`config.mk`:
```
export PLATFORM = sky130hd
export DESIGN_NAME = gpu_frequency_governor
export DESIGN_NICKNAME = d
export VERILOG_FILES = /design/src/sv/gfg_pkg.sv /design/src/sv/gpu_frequency_governor.sv
export SDC_FILE = /design/constraint.sdc
export NUM_CORES = 2
export LEC_CHECK = 0
export BUFFER_PORTS_ARGS = -buffer_cell sky130_fd_sc_hd__buf_2
export CAP_MARGIN = 30
export CORE_MARGIN = 5
export CORE_UTILIZATION = 30
export CTS_BUF_LIST = sky130_fd_sc_hd__clkbuf_2
export DETAILED_ROUTE_END_ITERATION = 10
export PLACE_DENSITY = 0.54
export SETUP_SLACK_MARGIN = 0.4
export SYNTH_ARGS = -nofsm -noshare
export SYNTH_HDL_FRONTEND = slang
export SYNTH_SLANG_ARGS = --single-unit
```
`constraint.sdc`:
```
create_clock -name clk_i -period 12.25 [get_ports clk_i]
set_input_delay 1.225 -clock clk_i [delete_from_list [all_inputs] [get_ports clk_i]]
set_output_delay 1.225 -clock clk_i [all_outputs]
set_load 0.03 [all_outputs]
```
`src/sv/gfg_pkg.sv`:
```
// ----------------------------------------------------------------------------
// gfg_pkg
// Types and constants of the GPU frequency governor: payload structs,
// register indexes, reset values, sample classes and sequencer states.
// ----------------------------------------------------------------------------
package gfg_pkg;

  localparam int CFG_IDX_W  = 2;
  localparam int CFG_DATA_W = 16;
  localparam int FREQ_W     = 20;
  localparam int MUL_W      = 17;
  localparam int DIV_W      = 33;
  localparam int DIV_CNT_W  = 6;
  localparam int CNT_W      = 32;

  // bias divide by 50: quotient of a 23-bit product through a reciprocal
  localparam int BNUM_W   = 23;
  localparam int BQ_W     = 17;
  localparam int RECIP_W  = 24;
  localparam int RECIP_SH = 29;
  localparam logic [RECIP_W-1:0] RECIP_50 = 24'd10737419;

  localparam logic [CFG_IDX_W-1:0] CFG_FREQ_MAX = 2'd0;
  localparam logic [CFG_IDX_W-1:0] CFG_FREQ_EFF = 2'd1;
  localparam logic [CFG_IDX_W-1:0] CFG_FREQ_MIN = 2'd2;
  localparam logic [CFG_IDX_W-1:0] CFG_EPB      = 2'd3;

  localparam logic [15:0] RST_FREQ_MAX = 16'd2000;
  localparam logic [15:0] RST_FREQ_EFF = 16'd1400;
  localparam logic [15:0] RST_FREQ_MIN = 16'd800;
  localparam logic [6:0]  RST_EPB      = 7'd50;
  localparam logic [6:0]  BIAS_MID     = 7'd50;

  localparam logic [MUL_W-1:0] Q_ONE = 17'h10000;

  typedef struct packed {
    logic [2:0]  gpu_index;
    logic        util_valid;
    logic [16:0] utilization;
    logic        sm_valid;
    logic [16:0] sm_activity;
  } gfg_in_t;

  typedef struct packed {
    logic [2:0]       gpu_number;
    logic [15:0]      frequency_request;
    logic             write_control;
    logic [1:0]       sample_class;
    logic [CNT_W-1:0] write_count;
    logic [CNT_W-1:0] low_count;
    logic [CNT_W-1:0] high_count;
    logic [CNT_W-1:0] sm_low_count;
  } gfg_out_t;

  typedef enum logic [1:0] {
    CLS_ACTIVE  = 2'd0,
    CLS_SM_IDLE = 2'd1,
    CLS_IDLE    = 2'd2,
    CLS_NO_UTIL = 2'd3
  } gfg_cls_e;

  typedef enum logic [3:0] {
    ST_IDLE,
    ST_LOAD,
    ST_BIAS_DIV,
    ST_BIAS_ADJ,
    ST_WIN_WR,
    ST_SCAN_RD,
    ST_SCAN_CHK,
    ST_DECIDE,
    ST_RATIO_WAIT,
    ST_SCALE_MUL,
    ST_SCALE_ADD,
    ST_FINISH
  } gfg_state_e;

endpackage

```
`src/sv/gpu_frequency_governor.sv`:
```
// ----------------------------------------------------------------------------
// gpu_frequency_governor
// Per-GPU clock governor: turns one utilization / SM activity sample into a
// clamped frequency request with a write flag and saturating statistics.
// ----------------------------------------------------------------------------
// One item is worked at a time under a small sequencer around one shared
// 17x17 multiplier and one bit-serial 33-bit divider; the bias divide by 50
// is a constant reciprocal multiply. An accepted item is loaded, passes the
// reciprocal step when the bias is not 50 and is bias adjusted. With a valid
// utilization its window entry is written, the window is scanned until a
// nonzero entry is found or no filled entry is left, the ratio divide runs
// when the window is active with a valid SM value and a nonzero utilization,
// and the scaling multiply follows whenever an SM value sets the request.
// The divider gives one quotient bit per cycle. The next item is taken in the
// cycle after the result is registered. Items for a GPU index not below
// NUM_GPUS are accepted and dropped without a result. The result sits in an
// output register, so a new item is taken while it waits. The window store
// needs no clearing pass: a per-GPU fill count masks entries never written.
// ----------------------------------------------------------------------------
module gpu_frequency_governor import gfg_pkg::*; #(
  parameter int NUM_GPUS       = 8,
  parameter int WINDOW_SAMPLES = 5
) (
  input  logic                  clk_i,
  input  logic                  rst_ni,
  input  logic                  in_valid_i,
  output logic                  in_stall_o,
  input  gfg_in_t               in_data_i,
  output logic                  out_valid_o,
  input  logic                  out_stall_i,
  output gfg_out_t              out_data_o,
  input  logic                  cfg_we_i,
  input  logic [CFG_IDX_W-1:0]  cfg_index_i,
  input  logic [CFG_DATA_W-1:0] cfg_data_i
);

  localparam int GW    = (NUM_GPUS > 1) ? $clog2(NUM_GPUS) : 1;
  localparam int PW    = (WINDOW_SAMPLES > 1) ? $clog2(WINDOW_SAMPLES) : 1;
  localparam int FW    = $clog2(WINDOW_SAMPLES + 1);
  localparam int DEPTH = NUM_GPUS * WINDOW_SAMPLES;
  localparam int AW    = (DEPTH > 1) ? $clog2(DEPTH) : 1;
  localparam int EW    = 16 + PW + FW;

  function automatic logic [CNT_W-1:0] sat_inc(input logic [CNT_W-1:0] c);
    return (c == {CNT_W{1'b1}}) ? c : c + 1'b1;
  endfunction

  gfg_state_e state_q, state_d;

  logic [15:0] fmax_cfg_q, feff_cfg_q, fmin_cfg_q;
  logic [6:0]  epb_q;

  gfg_in_t in_q;
  logic signed [FREQ_W-1:0] fmax_q, feff_q, range_q, req_q;
  logic [2*MUL_W-1:0] prod_q;
  logic [MUL_W-1:0]   r_q;
  logic [BQ_W-1:0]    bq_q;
  gfg_cls_e           cls_q;

  logic [DIV_W-1:0]     div_num_q;
  logic [MUL_W-1:0]     div_den_q;
  logic [MUL_W-1:0]     div_rem_q;
  logic [DIV_CNT_W-1:0] div_cnt_q;

  logic [EW-1:0]       ent_mem [NUM_GPUS];
  logic [EW-1:0]       ent_rd_q;
  logic [NUM_GPUS-1:0] ent_valid_q;
  logic                seen_q;
  logic [15:0]         last_q;
  logic [PW-1:0]       ptr_q;
  logic [FW-1:0]       fill_q, idx_q;
  logic                any_q;

  logic [MUL_W-1:0] win_mem [DEPTH];
  logic [MUL_W-1:0] win_rd_q;

  logic [CNT_W-1:0] cnt_wr_q, cnt_low_q, cnt_high_q, cnt_smlow_q;
  logic [CNT_W-1:0] cnt_wr_d, cnt_low_d, cnt_high_d, cnt_smlow_d;

  gfg_out_t out_q;
  logic     out_valid_q;

  logic                      gpu_ok, div_start, commit;
  logic [GW-1:0]             gsel;
  logic [AW-1:0]             base;
  logic signed [FREQ_W-1:0]  range_abs, fmin_s, q_s, sq, t_s, fmax_n, feff_n;
  logic signed [FREQ_W-1:0]  ds, req_scaled, c1, c2, c3;
  logic [6:0]                bias_k;
  logic [MUL_W-1:0]          mul_a, mul_b, m_val, r_cap;
  logic [2*MUL_W-1:0]        mul_p;
  logic [BNUM_W+RECIP_W-1:0] bias_p;
  logic [MUL_W:0]            rem_sh, rem_n;
  logic                      rem_ge;
  logic [PW-1:0]             ptr_n;
  logic [FW-1:0]             fill_n;
  logic [15:0]               r16;
  logic                      wr;

  assign in_stall_o  = (state_q != ST_IDLE);
  assign out_valid_o = out_valid_q;
  assign out_data_o  = out_q;

  assign gpu_ok = (32'(in_data_i.gpu_index) < NUM_GPUS);
  assign gsel   = GW'(in_q.gpu_index);
  assign base   = AW'(gsel) * AW'(WINDOW_SAMPLES);
  assign fmin_s = signed'({4'b0, fmin_cfg_q});

  // shared multiplier
  assign range_abs = range_q[FREQ_W-1] ? -range_q : range_q;
  assign bias_k    = (epb_q > BIAS_MID) ? epb_q - BIAS_MID : BIAS_MID - epb_q;
  assign mul_a     = range_abs[MUL_W-1:0];
  assign mul_b     = (state_q == ST_LOAD) ? MUL_W'(bias_k) : r_q;
  assign mul_p     = (2*MUL_W)'(mul_a) * (2*MUL_W)'(mul_b);

  // divide the bias product by 50
  assign bias_p = (BNUM_W+RECIP_W)'(prod_q[BNUM_W-1:0]) * (BNUM_W+RECIP_W)'(RECIP_50);

  // restoring divider step
  assign rem_sh = {div_rem_q, div_num_q[DIV_W-1]};
  assign rem_ge = (rem_sh >= {1'b0, div_den_q});
  assign rem_n  = rem_ge ? rem_sh - {1'b0, div_den_q} : rem_sh;

  // bias adjust
  always_comb begin
    q_s    = signed'(FREQ_W'(bq_q));
    sq     = range_q[FREQ_W-1] ? -q_s : q_s;
    fmax_n = fmax_q;
    feff_n = feff_q;
    t_s    = fmax_q - sq;
    if (epb_q > BIAS_MID) begin
      fmax_n = (t_s > feff_q) ? t_s : feff_q;
    end else if (epb_q < BIAS_MID) begin
      t_s    = feff_q + sq;
      feff_n = (t_s < fmax_q) ? t_s : fmax_q;
    end
  end

  assign m_val = (in_q.sm_activity < in_q.utilization) ? in_q.sm_activity : in_q.utilization;
  assign r_cap = (in_q.sm_activity > Q_ONE) ? Q_ONE : in_q.sm_activity;

  assign ds         = signed'({2'b0, prod_q[2*MUL_W-1:16]});
  assign req_scaled = range_q[FREQ_W-1] ? feff_q - ds : feff_q + ds;

  assign ptr_n  = (ptr_q == PW'(WINDOW_SAMPLES - 1)) ? '0 : ptr_q + 1'b1;
  assign fill_n = (fill_q == FW'(WINDOW_SAMPLES)) ? fill_q : fill_q + 1'b1;

  // clamp and compare
  always_comb begin
    c1  = (req_q > fmax_q) ? fmax_q : req_q;
    c2  = (c1 < fmin_s) ? fmin_s : c1;
    c3  = (c2 > signed'(FREQ_W'(16'hFFFF))) ? signed'(FREQ_W'(16'hFFFF)) : c2;
    if (c3 < 0) begin
      c3 = '0;
    end
    r16 = c3[15:0];
    wr  = !seen_q || (last_q != r16);
  end

  always_comb begin
    cnt_wr_d    = wr ? sat_inc(cnt_wr_q) : cnt_wr_q;
    cnt_high_d  = (cls_q == CLS_ACTIVE) ? sat_inc(cnt_high_q) : cnt_high_q;
    cnt_low_d   = (cls_q == CLS_SM_IDLE || cls_q == CLS_IDLE) ?
                  sat_inc(cnt_low_q) : cnt_low_q;
    cnt_smlow_d = (cls_q == CLS_SM_IDLE) ? sat_inc(cnt_smlow_q) : cnt_smlow_q;
  end

  // sequencer
  always_comb begin
    state_d   = state_q;
    div_start = 1'b0;
    commit    = 1'b0;
    case (state_q)
      ST_IDLE: begin
        if (in_valid_i && gpu_ok) begin
          state_d = ST_LOAD;
        end
      end
      ST_LOAD: begin
        state_d = (epb_q == BIAS_MID) ? ST_BIAS_ADJ : ST_BIAS_DIV;
      end
      ST_BIAS_DIV: begin
        state_d = ST_BIAS_ADJ;
      end
      ST_BIAS_ADJ: begin
        state_d = in_q.util_valid ? ST_WIN_WR : ST_FINISH;
      end
      ST_WIN_WR: begin
        state_d = ST_SCAN_RD;
      end
      ST_SCAN_RD: begin
        state_d = (any_q || idx_q >= fill_q) ? ST_DECIDE : ST_SCAN_CHK;
      end
      ST_SCAN_CHK: begin
        state_d = ST_SCAN_RD;
      end
      ST_DECIDE: begin
        if (any_q) begin
          if (!in_q.sm_valid) begin
            state_d = ST_FINISH;
          end else if (in_q.utilization != '0) begin
            div_start = 1'b1;
            state_d   = ST_RATIO_WAIT;
          end else begin
            state_d = ST_SCALE_MUL;
          end
        end else if (in_q.sm_valid && in_q.sm_activity != '0) begin
          state_d = ST_SCALE_MUL;
        end else begin
          state_d = ST_FINISH;
        end
      end
      ST_RATIO_WAIT: begin
        if (div_cnt_q == '0) begin
          state_d = ST_SCALE_MUL;
        end
      end
      ST_SCALE_MUL: begin
        state_d = ST_SCALE_ADD;
      end
      ST_SCALE_ADD: begin
        state_d = ST_FINISH;
      end
      ST_FINISH: begin
        if (!(out_valid_q && out_stall_i)) begin
          commit  = 1'b1;
          state_d = ST_IDLE;
        end
      end
      default: begin
        state_d = ST_IDLE;
      end
    endcase
  end

  always_ff @(posedge clk_i or negedge rst_ni) begin
    if (!rst_ni) begin
      state_q     <= ST_IDLE;
      fmax_cfg_q  <= RST_FREQ_MAX;
      feff_cfg_q  <= RST_FREQ_EFF;
      fmin_cfg_q  <= RST_FREQ_MIN;
      epb_q       <= RST_EPB;
      ent_valid_q <= '0;
      div_cnt_q   <= '0;
      cnt_wr_q    <= '0;
      cnt_low_q   <= '0;
      cnt_high_q  <= '0;
      cnt_smlow_q <= '0;
      out_valid_q <= 1'b0;
    end else begin
      state_q <= state_d;
      if (cfg_we_i) begin
        case (cfg_index_i)
          CFG_FREQ_MAX: fmax_cfg_q <= cfg_data_i;
          CFG_FREQ_EFF: feff_cfg_q <= cfg_data_i;
          CFG_FREQ_MIN: fmin_cfg_q <= cfg_data_i;
          CFG_EPB:      epb_q      <= cfg_data_i[6:0];
          default: ;
        endcase
      end
      if (div_start) begin
        div_cnt_q <= DIV_CNT_W'(DIV_W);
      end else if (div_cnt_q != '0) begin
        div_cnt_q <= div_cnt_q - 1'b1;
      end
      if (commit) begin
        ent_valid_q[gsel] <= 1'b1;
        cnt_wr_q          <= cnt_wr_d;
        cnt_low_q         <= cnt_low_d;
        cnt_high_q        <= cnt_high_d;
        cnt_smlow_q       <= cnt_smlow_d;
        out_valid_q       <= 1'b1;
      end else if (out_valid_q && !out_stall_i) begin
        out_valid_q <= 1'b0;
      end
    end
  end

  always_ff @(posedge clk_i) begin
    if (div_start) begin
      div_num_q <= {m_val, 16'b0};
      div_den_q <= in_q.utilization;
      div_rem_q <= '0;
    end else if (div_cnt_q != '0) begin
      div_num_q <= {div_num_q[DIV_W-2:0], rem_ge};
      div_rem_q <= rem_n[MUL_W-1:0];
    end

    case (state_q)
      ST_IDLE: begin
        if (in_valid_i) begin
          in_q    <= in_data_i;
          fmax_q  <= signed'({4'b0, fmax_cfg_q});
          feff_q  <= signed'({4'b0, feff_cfg_q});
          range_q <= signed'({4'b0, fmax_cfg_q}) - signed'({4'b0, feff_cfg_q});
        end
      end
      ST_LOAD: begin
        prod_q   <= mul_p;
        ent_rd_q <= ent_mem[gsel];
      end
      ST_BIAS_DIV: begin
        bq_q <= bias_p[RECIP_SH +: BQ_W];
      end
      ST_BIAS_ADJ: begin
        fmax_q  <= fmax_n;
        feff_q  <= feff_n;
        range_q <= fmax_n - feff_n;
        req_q   <= fmax_n;
        cls_q   <= CLS_NO_UTIL;
        seen_q  <= ent_valid_q[gsel];
        last_q  <= ent_rd_q[EW-1 -: 16];
        ptr_q   <= ent_valid_q[gsel] ? ent_rd_q[FW +: PW] : '0;
        fill_q  <= ent_valid_q[gsel] ? ent_rd_q[FW-1:0] : '0;
      end
      ST_WIN_WR: begin
        win_mem[base + AW'(ptr_q)] <= in_q.utilization;
        ptr_q  <= ptr_n;
        fill_q <= fill_n;
        any_q  <= (in_q.utilization != '0);
        idx_q  <= '0;
      end
      ST_SCAN_RD: begin
        if (!any_q && idx_q < fill_q) begin
          win_rd_q <= win_mem[base + AW'(idx_q[PW-1:0])];
        end
      end
      ST_SCAN_CHK: begin
        if (win_rd_q != '0) begin
          any_q <= 1'b1;
        end
        idx_q <= idx_q + 1'b1;
      end
      ST_DECIDE: begin
        r_q <= r_cap;
        if (any_q) begin
          cls_q <= CLS_ACTIVE;
        end else if (in_q.sm_valid && in_q.sm_activity != '0) begin
          cls_q <= CLS_SM_IDLE;
        end else begin
          cls_q <= CLS_IDLE;
          req_q <= fmin_s;
        end
      end
      ST_RATIO_WAIT: begin
        if (div_cnt_q == '0) begin
          r_q <= div_num_q[MUL_W-1:0];
        end
      end
      ST_SCALE_MUL: begin
        prod_q <= mul_p;
      end
      ST_SCALE_ADD: begin
        req_q <= req_scaled;
      end
      ST_FINISH: begin
        if (commit) begin
          ent_mem[gsel]           <= {r16, ptr_q, fill_q};
          out_q.gpu_number        <= in_q.gpu_index;
          out_q.frequency_request <= r16;
          out_q.write_control     <= wr;
          out_q.sample_class      <= 2'(cls_q);
          out_q.write_count       <= cnt_wr_d;
          out_q.low_count         <= cnt_low_d;
          out_q.high_count        <= cnt_high_d;
          out_q.sm_low_count      <= cnt_smlow_d;
        end
      end
      default: ;
    endcase
  end

endmodule

```
* Yosys cells after proc, flatten, opt, wreduce, memory -nomap -nowiden
Memories as Yosys holds them, arrays and structs flattened. A register that Yosys moved wholly into a read port is not among the register bits. Cells that the tools add are included.
Operators by class: add/sub/neg operators 21, $mul 3, magnitude comparators 15, eq/ne operators 31, muxes and demuxes 80, bitwise gates (word level) 1, reduce and logical (&&, ||, !) cells 43
Operators with widths (number):
- $mux W20 | 15
- $mux W32 | 8
- $add A32 B1 Y32 const B | 4
- $eq A32 B32 Y1 const B | 4
- $pmux W20 S2 | 3
- $mux W17 | 6
- $mux W33 | 2
- $pmux W20 S3 | 1
- $reduce_bool A17 Y1 | 3
- $mul A23 B24 Y46 const B | 1
- $pmux W4 S11 | 1
- $gt A20 B20 Y1 | 2
- $sub A20 B20 Y20 | 2
- $mul A17 B17 Y34 | 1
- $pmux W17 S2 | 1
- $reduce_and A2 Y1 | 11
- $add A20 B19 Y20 | 1
- $add A20 B20 Y20 | 1
- $gt A20 B17 Y1 const B | 1
- $lt A20 B1 Y1 const B | 1
- $lt A20 B17 Y1 | 1
- $lt A20 B20 Y1 | 1
- $mux W4 | 5
- $neg A17 Y20 | 1
- other kinds (53) | 117
Word-level totals: bits in registers 635, RAM bits 856, input port bits 62, output and inout bits 152, logic and storage cells 239, memories kept 2
Memory list:
- win_mem | depth 40, width 17, read ports 1, clocked after Yosys merged registers in 1, wr ports 1, RTL line gpu_frequency_governor.sv:74 | logic [MUL_W-1:0] win_mem [DEPTH];
- ent_mem | depth 8, width 22, read ports 1, clocked after Yosys merged registers in 1, wr ports 1, RTL line gpu_frequency_governor.sv:65 | logic [EW-1:0] ent_mem [NUM_GPUS];

* Logic depth before layout (Yosys ltp)
depth after elaboration 11, gate-level depth with buffers 44

* Worst setup path after synthesis
Ideal clock, no wire load.
path type flip-flop to flip-flop, start register range_q[19], end register range_q[14], data pin, library setup time 260 ps, arrival time 8547 ps, required time 11990 ps, path slack 3443 ps, stages on the path, launching flop included 44, buffers on the path 6, period minus slack after synthesis 8807 ps, cells stage by stage edfxtp_1 clkbuf_1 clkbuf_1 clkbuf_1 clkbuf_1 nand2_1 o21ai_0 inv_1 fa_1 nor2b_1 o21ai_0 a21boi_0 o21ai_0 a21o_1 a21boi_0 o31ai_1 a211oi_1 o21ai_0 [8 not listed] nor2_1 a21oi_1 o21ai_0 ha_1 inv_1 fa_1 a21o_1 a21oi_1 o21bai_1 a21oi_1 o21bai_1 a21oi_1 nor2b_1 o21a_1 o41ai_1 o21ai_0 xor2_1 mux2_2
On the way: longest elaborated chain between the ends 8, elaborated cells on any way between the ends 12, classes of those cells add/sub: 3; order compare: 2; mux: 7
RTL lines:
- start, declared | RTL line gpu_frequency_governor.sv:54 | logic signed [FREQ_W-1:0] fmax_q, feff_q, range_q, req_q;
- start signal, assigned | RTL line gpu_frequency_governor.sv:294 | range_q <= signed'({4'b0, fmax_cfg_q}) - signed'({4'b0, feff_cfg_q});
- start signal, assigned | RTL line gpu_frequency_governor.sv:307 | range_q <= fmax_n - feff_n;
- $mux W20 * | RTL line gpu_frequency_governor.sv:126 | sq = range_q[FREQ_W-1] ? -q_s : q_s;
- $add A20 B20 Y20 | RTL line gpu_frequency_governor.sv:133 | t_s = feff_q + sq;
- $lt A20 B20 Y1 | RTL line gpu_frequency_governor.sv:134 | feff_n = (t_s < fmax_q) ? t_s : fmax_q;
- $mux W20 | RTL line gpu_frequency_governor.sv:134
- $mux W20 | RTL line gpu_frequency_governor.sv:132 | end else if (epb_q < BIAS_MID) begin
- $mux W20 | RTL line gpu_frequency_governor.sv:130 | if (epb_q > BIAS_MID) begin
- $sub A20 B20 Y20 * | RTL line gpu_frequency_governor.sv:307
- $pmux W20 S2 * | RTL line gpu_frequency_governor.sv:288 | case (state_q)
Every way passes the cells marked *; elsewhere a longest branch is shown, timed or not. A chain may end at the register's enable or synchronous reset.

* Worst setup path after layout
start register bq_q[4], end register range_q[19], data pin
On the way: longest elaborated chain between the ends 9, elaborated cells on any way between the ends 13, classes of those cells add/sub: 4; order compare: 2; mux: 7
RTL lines:
- start, declared | RTL line gpu_frequency_governor.sv:57 | logic [BQ_W-1:0] bq_q;
- start signal, assigned | RTL line gpu_frequency_governor.sv:302 | bq_q <= bias_p[RECIP_SH +: BQ_W];
- $neg A17 Y20 | RTL line gpu_frequency_governor.sv:126
- $mux W20 * | RTL line gpu_frequency_governor.sv:126
- $add A20 B20 Y20 | RTL line gpu_frequency_governor.sv:133
- $lt A20 B20 Y1 | RTL line gpu_frequency_governor.sv:134
- $mux W20 | RTL line gpu_frequency_governor.sv:134
- $mux W20 | RTL line gpu_frequency_governor.sv:132
- $mux W20 | RTL line gpu_frequency_governor.sv:130
- $sub A20 B20 Y20 * | RTL line gpu_frequency_governor.sv:307
- $pmux W20 S2 * | RTL line gpu_frequency_governor.sv:288
Marks and branches as above.

==> summary.txt <==
Worst setup path
  • CP max-delay cell: a2111oi_0
  • Crit path required time: 13480 ps
  • CP endpoint kind: register
  • CP most frequent cell: o21ai_0
  • Worst Path Arrival: 11320 ps
  • Kind of critical path: register to register
  • Worst-path fanout max: 5
  • CP max stage delay: 650 ps
  • Worst setup SP type: register

GRT
  • Total Routing Usage GR: 16.3%
  • Vias in the first global route: 59800
  • Total congestion overflow: 0
  • First-pass GRT wire length: 377 mm
  • Pin count of the biggest net entering global routing: 124
  • Initial antenna violation count: 15

STA
  • Setup slack after layout: 2160 ps
  • RSZ-0062 raised after global routing: false
  • Worst Skew: 211 ps
  • Actual slew at the worst max-slew pin: 1120 ps
  • Setup Viol. Count Final: 0
  • Fin crit period: 10090 ps
  • Setup TNS: 0 ps
  • Hold Fails Final Rpt: 0
  • Final Cycle Share: 82.3%
  • Max transition margin: 25.0%
  • Max-slew violation count: 0
  • Fmax: 99.2 MHz

Detailed routing
  • Routed Antenna Nets: 0
  • WL met1: 111 mm
  • Wirelength per Cell: 21.5 um
  • Highest metal used: met5
  • Iteration-0 DRC count of the detailed router: 3919
  • Residual DRC: 0
  • DRT Wirelength: 253 mm
  • Via count: 57500
  • Vias per cell: 4.89
  • 1st-pass router iterations: 6
  • Metal3 WL: 13.7 mm
  • Metal2 WL: 121 mm

Synth
  • Synth unique cells: 92
  • Fraction of registers with async set/reset: 13.2%
  • Synth warn: 0
  • Sequential fraction of the synthesis area: 50.6%
  • Mapped Avg Cell Area: 12.7 um2
  • Post-Syn Area: 88100 um2
  • Synth Flop Type: edfxtp_1
  • Cell count after synthesis: 6962
  • EDFF count, synth: 1293
  • Synth Register Bits: 1528
  • Mapped Nets: 8031

Die
  • Vert. Die Dim: 552 um
  • Core region area: 293000 um2
  • Starting Density: 30.1%
  • Chip width: 552 um
  • Row count: 199
  • Die footprint: 305000 um2
  • I/O pin total: 214

Worst hold path
  • Worst min-delay path class: input pin to register

Finish
  • Fin area: 98900 um2
  • Area delta synth->final: 12.3%
  • Share of layout cells above drive strength 1: 17.7%
  • Final core occ: 33.8%
  • Fillers: 29200
  • Final #Nets: 8622

Placement
  • Count of input and output buffers: 213
  • Post-place setup slack: 2210 ps
  • Post-DP HPWL: 178 mm
  • Placed inst area: 94600 um2
  • GPL Wtd Cong: 0.898

Clocking
  • # H-tree levels: 5
  • CTS Buf Count: 404
  • Clock Latency Late Sink: 1620 ps
  • CTS tree: built
  • CTS Buffer Depth: 4
  • CTS sink count: 1528
  • Clock transition at path regs: 110 ps
  • Clk root buf: clkbuf_2

Status
  • Status: completed

Job
  • Maxcap violations: 0
-- layout by cell type, fill, tap and decap left out, types with 23 or more instances in the layout --
cell	netlist	layout
a211o_1	24	24
a211oi_1	40	40
a21o_1	63	63
a21oi_1	230	230
a22o_1	37	37
a22oi_1	96	96
a31oi_1	25	25
and2_1	44	39
and3_1	46	45
buf_2	8	212
buf_4	2	138
clkbuf_2	0	582
clkinv_1	2	76
dfrtp_1	184	184
dfxtp_1	33	33
dlygate4sd3_1	0	59
edfxtp_1	1293	1293
fa_1	427	426
ha_1	580	579
inv_1	790	790
mux2_2	64	64
mux2i_1	63	63
mux4_2	204	204
nand2_1	595	595
nand2b_1	35	35
nand3_1	120	120
nand4_1	84	84
nor2_1	441	407
nor2_2	0	27
nor2b_1	65	65
nor3_1	120	114
nor4_1	38	34
o21a_1	23	23
o21ai_0	176	175
o31ai_1	25	25
or2_2	27	27
or3_1	29	28
xnor2_1	238	229
xor2_1	206	205
-- routing by layer --
| layer | up-vias | global-route usage, % |
|---|---|---|
| li1 | 26200 | - |
| met1 | 29200 | 21.9 |
| met2 | 1659 | 27.1 |
| met3 | 378 | 2.54 |
| met4 | 6 | 4.97 |
| met5 | - | 0 |
-- cells by family after synthesis --
logic type,Yosys count,share of synthesized area (%)
buffers and inverters,1034,4.43
muxes,332,6.77
xor gates and xnor gates,444,4.41
DFF,1528,50.6
AOI/OAI and AO/OA,916,6.93
adders and majority gates,1007,17.9
and+or+nand+nor,1701,8.94
-- cells in the mapped netlist (all sizes together) (33+ instances only) --
library cell,instances,area share (%)
dfrtp,184,5.2
and3,46,0.33
nand3,120,0.68
edfxtp,1293,44
and2,46,0.33
a211oi,41,0.36
nand2b,35,0.25
nor3,120,0.68
ha,580,8.2
o21ai,181,1.0
nor2,441,1.9
a22oi,96,0.82
fa,427,9.7
clkbuf,202,0.86
a21oi,231,1.3
mux4,204,5.2
nor4,38,0.27
a22o,37,0.37
nor2b,65,0.46
inv,793,3.4
mux2,65,0.84
xnor2,238,2.4
dfxtp,33,0.75
buf,37,0.19
a21o,63,0.54
nand4,84,0.60
nand2,595,2.5
mux2i,63,0.72
xor2,206,2.0
-- layout make-up --
type | instances | area, um2 | area share, %
Antenna cell | 5 | 12.5 | 0.0126
Clock buffer | 582 | 2910 | 2.94
Clock inverter | 105 | 636 | 0.643
Inverter | 795 | 2990 | 3.02
Multi-Input combinational cell | 4400 | 39900 | 40.4
Sequential cell | 1528 | 44600 | 45.1
Tap cell | 3919 | 4900 | 4.96
Timing Repair Buffer | 424 | 2950 | 2.98
-- path summary, 6_finish.rpt --
path	from	endpoint	slack, ps	depth (start not counted)
hold reg to reg	ent_rd_q[21]$_DFFE_PP_	last_q[15]$_DFFE_PP_	350	0
setup reg to reg	bq_q[4]$_DFFE_PP_	range_q[19]$_DFFE_PP_	2160	33
max in group asynchronous	rst_ni	feff_cfg_q[9]$_DFFE_PN0P_	10250	4
min in group asynchronous	rst_ni	cnt_wr_q[28]$_DFFE_PN0P_	720	3
setup / recovery	bq_q[4]$_DFFE_PP_	range_q[19]$_DFFE_PP_	2160	33
hold / removal	cfg_we_i	epb_q[0]$_DFFE_PN0P_	340	3
-- critical path, delay by kind of cell (launching register included) --
family	cells	cell delay [ps]
flops	1	440
simple gates	10	2870
xor+xnor	4	650
fa+ha+maj	3	930
compound gates	16	5000
-- through the flow --
step | hold slack [ps] | instances
floorplan | 400 | 6962
global placement | 402 | 11000
detailed placement | 405 | 11000
CTS | 13.9 | 11700
global route | 110 | 11800
finish | 342 | 11800
-- timing repair --
| item | 4_1_cts | 5_1_grt |
|---|---|---|
| hold endpoints to repair | 180 | 0 |
| resized for setup | 0 | 0 |
| setup buffers | 0 | 0 |
| hold buffers | 60 | 0 |
-- registers in the layout, indices dropped and copies added (netlist names), 18 cells and up --
| name | cells |
|---|---|
| cnt_wr_q | 32 |
| in_q | 36 |
| cnt_smlow_q | 32 |
| fmax_q | 20 |
| req_q | 20 |
| range_q | 18 |
| cnt_high_q | 32 |
| cnt_low_q | 32 |
| ent_rd_q | 22 |
| win_mem | 680 |
| feff_q | 20 |
| prod_q | 34 |
| ent_mem | 176 |
| out_data_o | 150 |
| div_num_q | 33 |
Power is left out: the tool's default activity adds up to more than one toggle a clock period on the data nets, which glitch-free logic cannot reach.
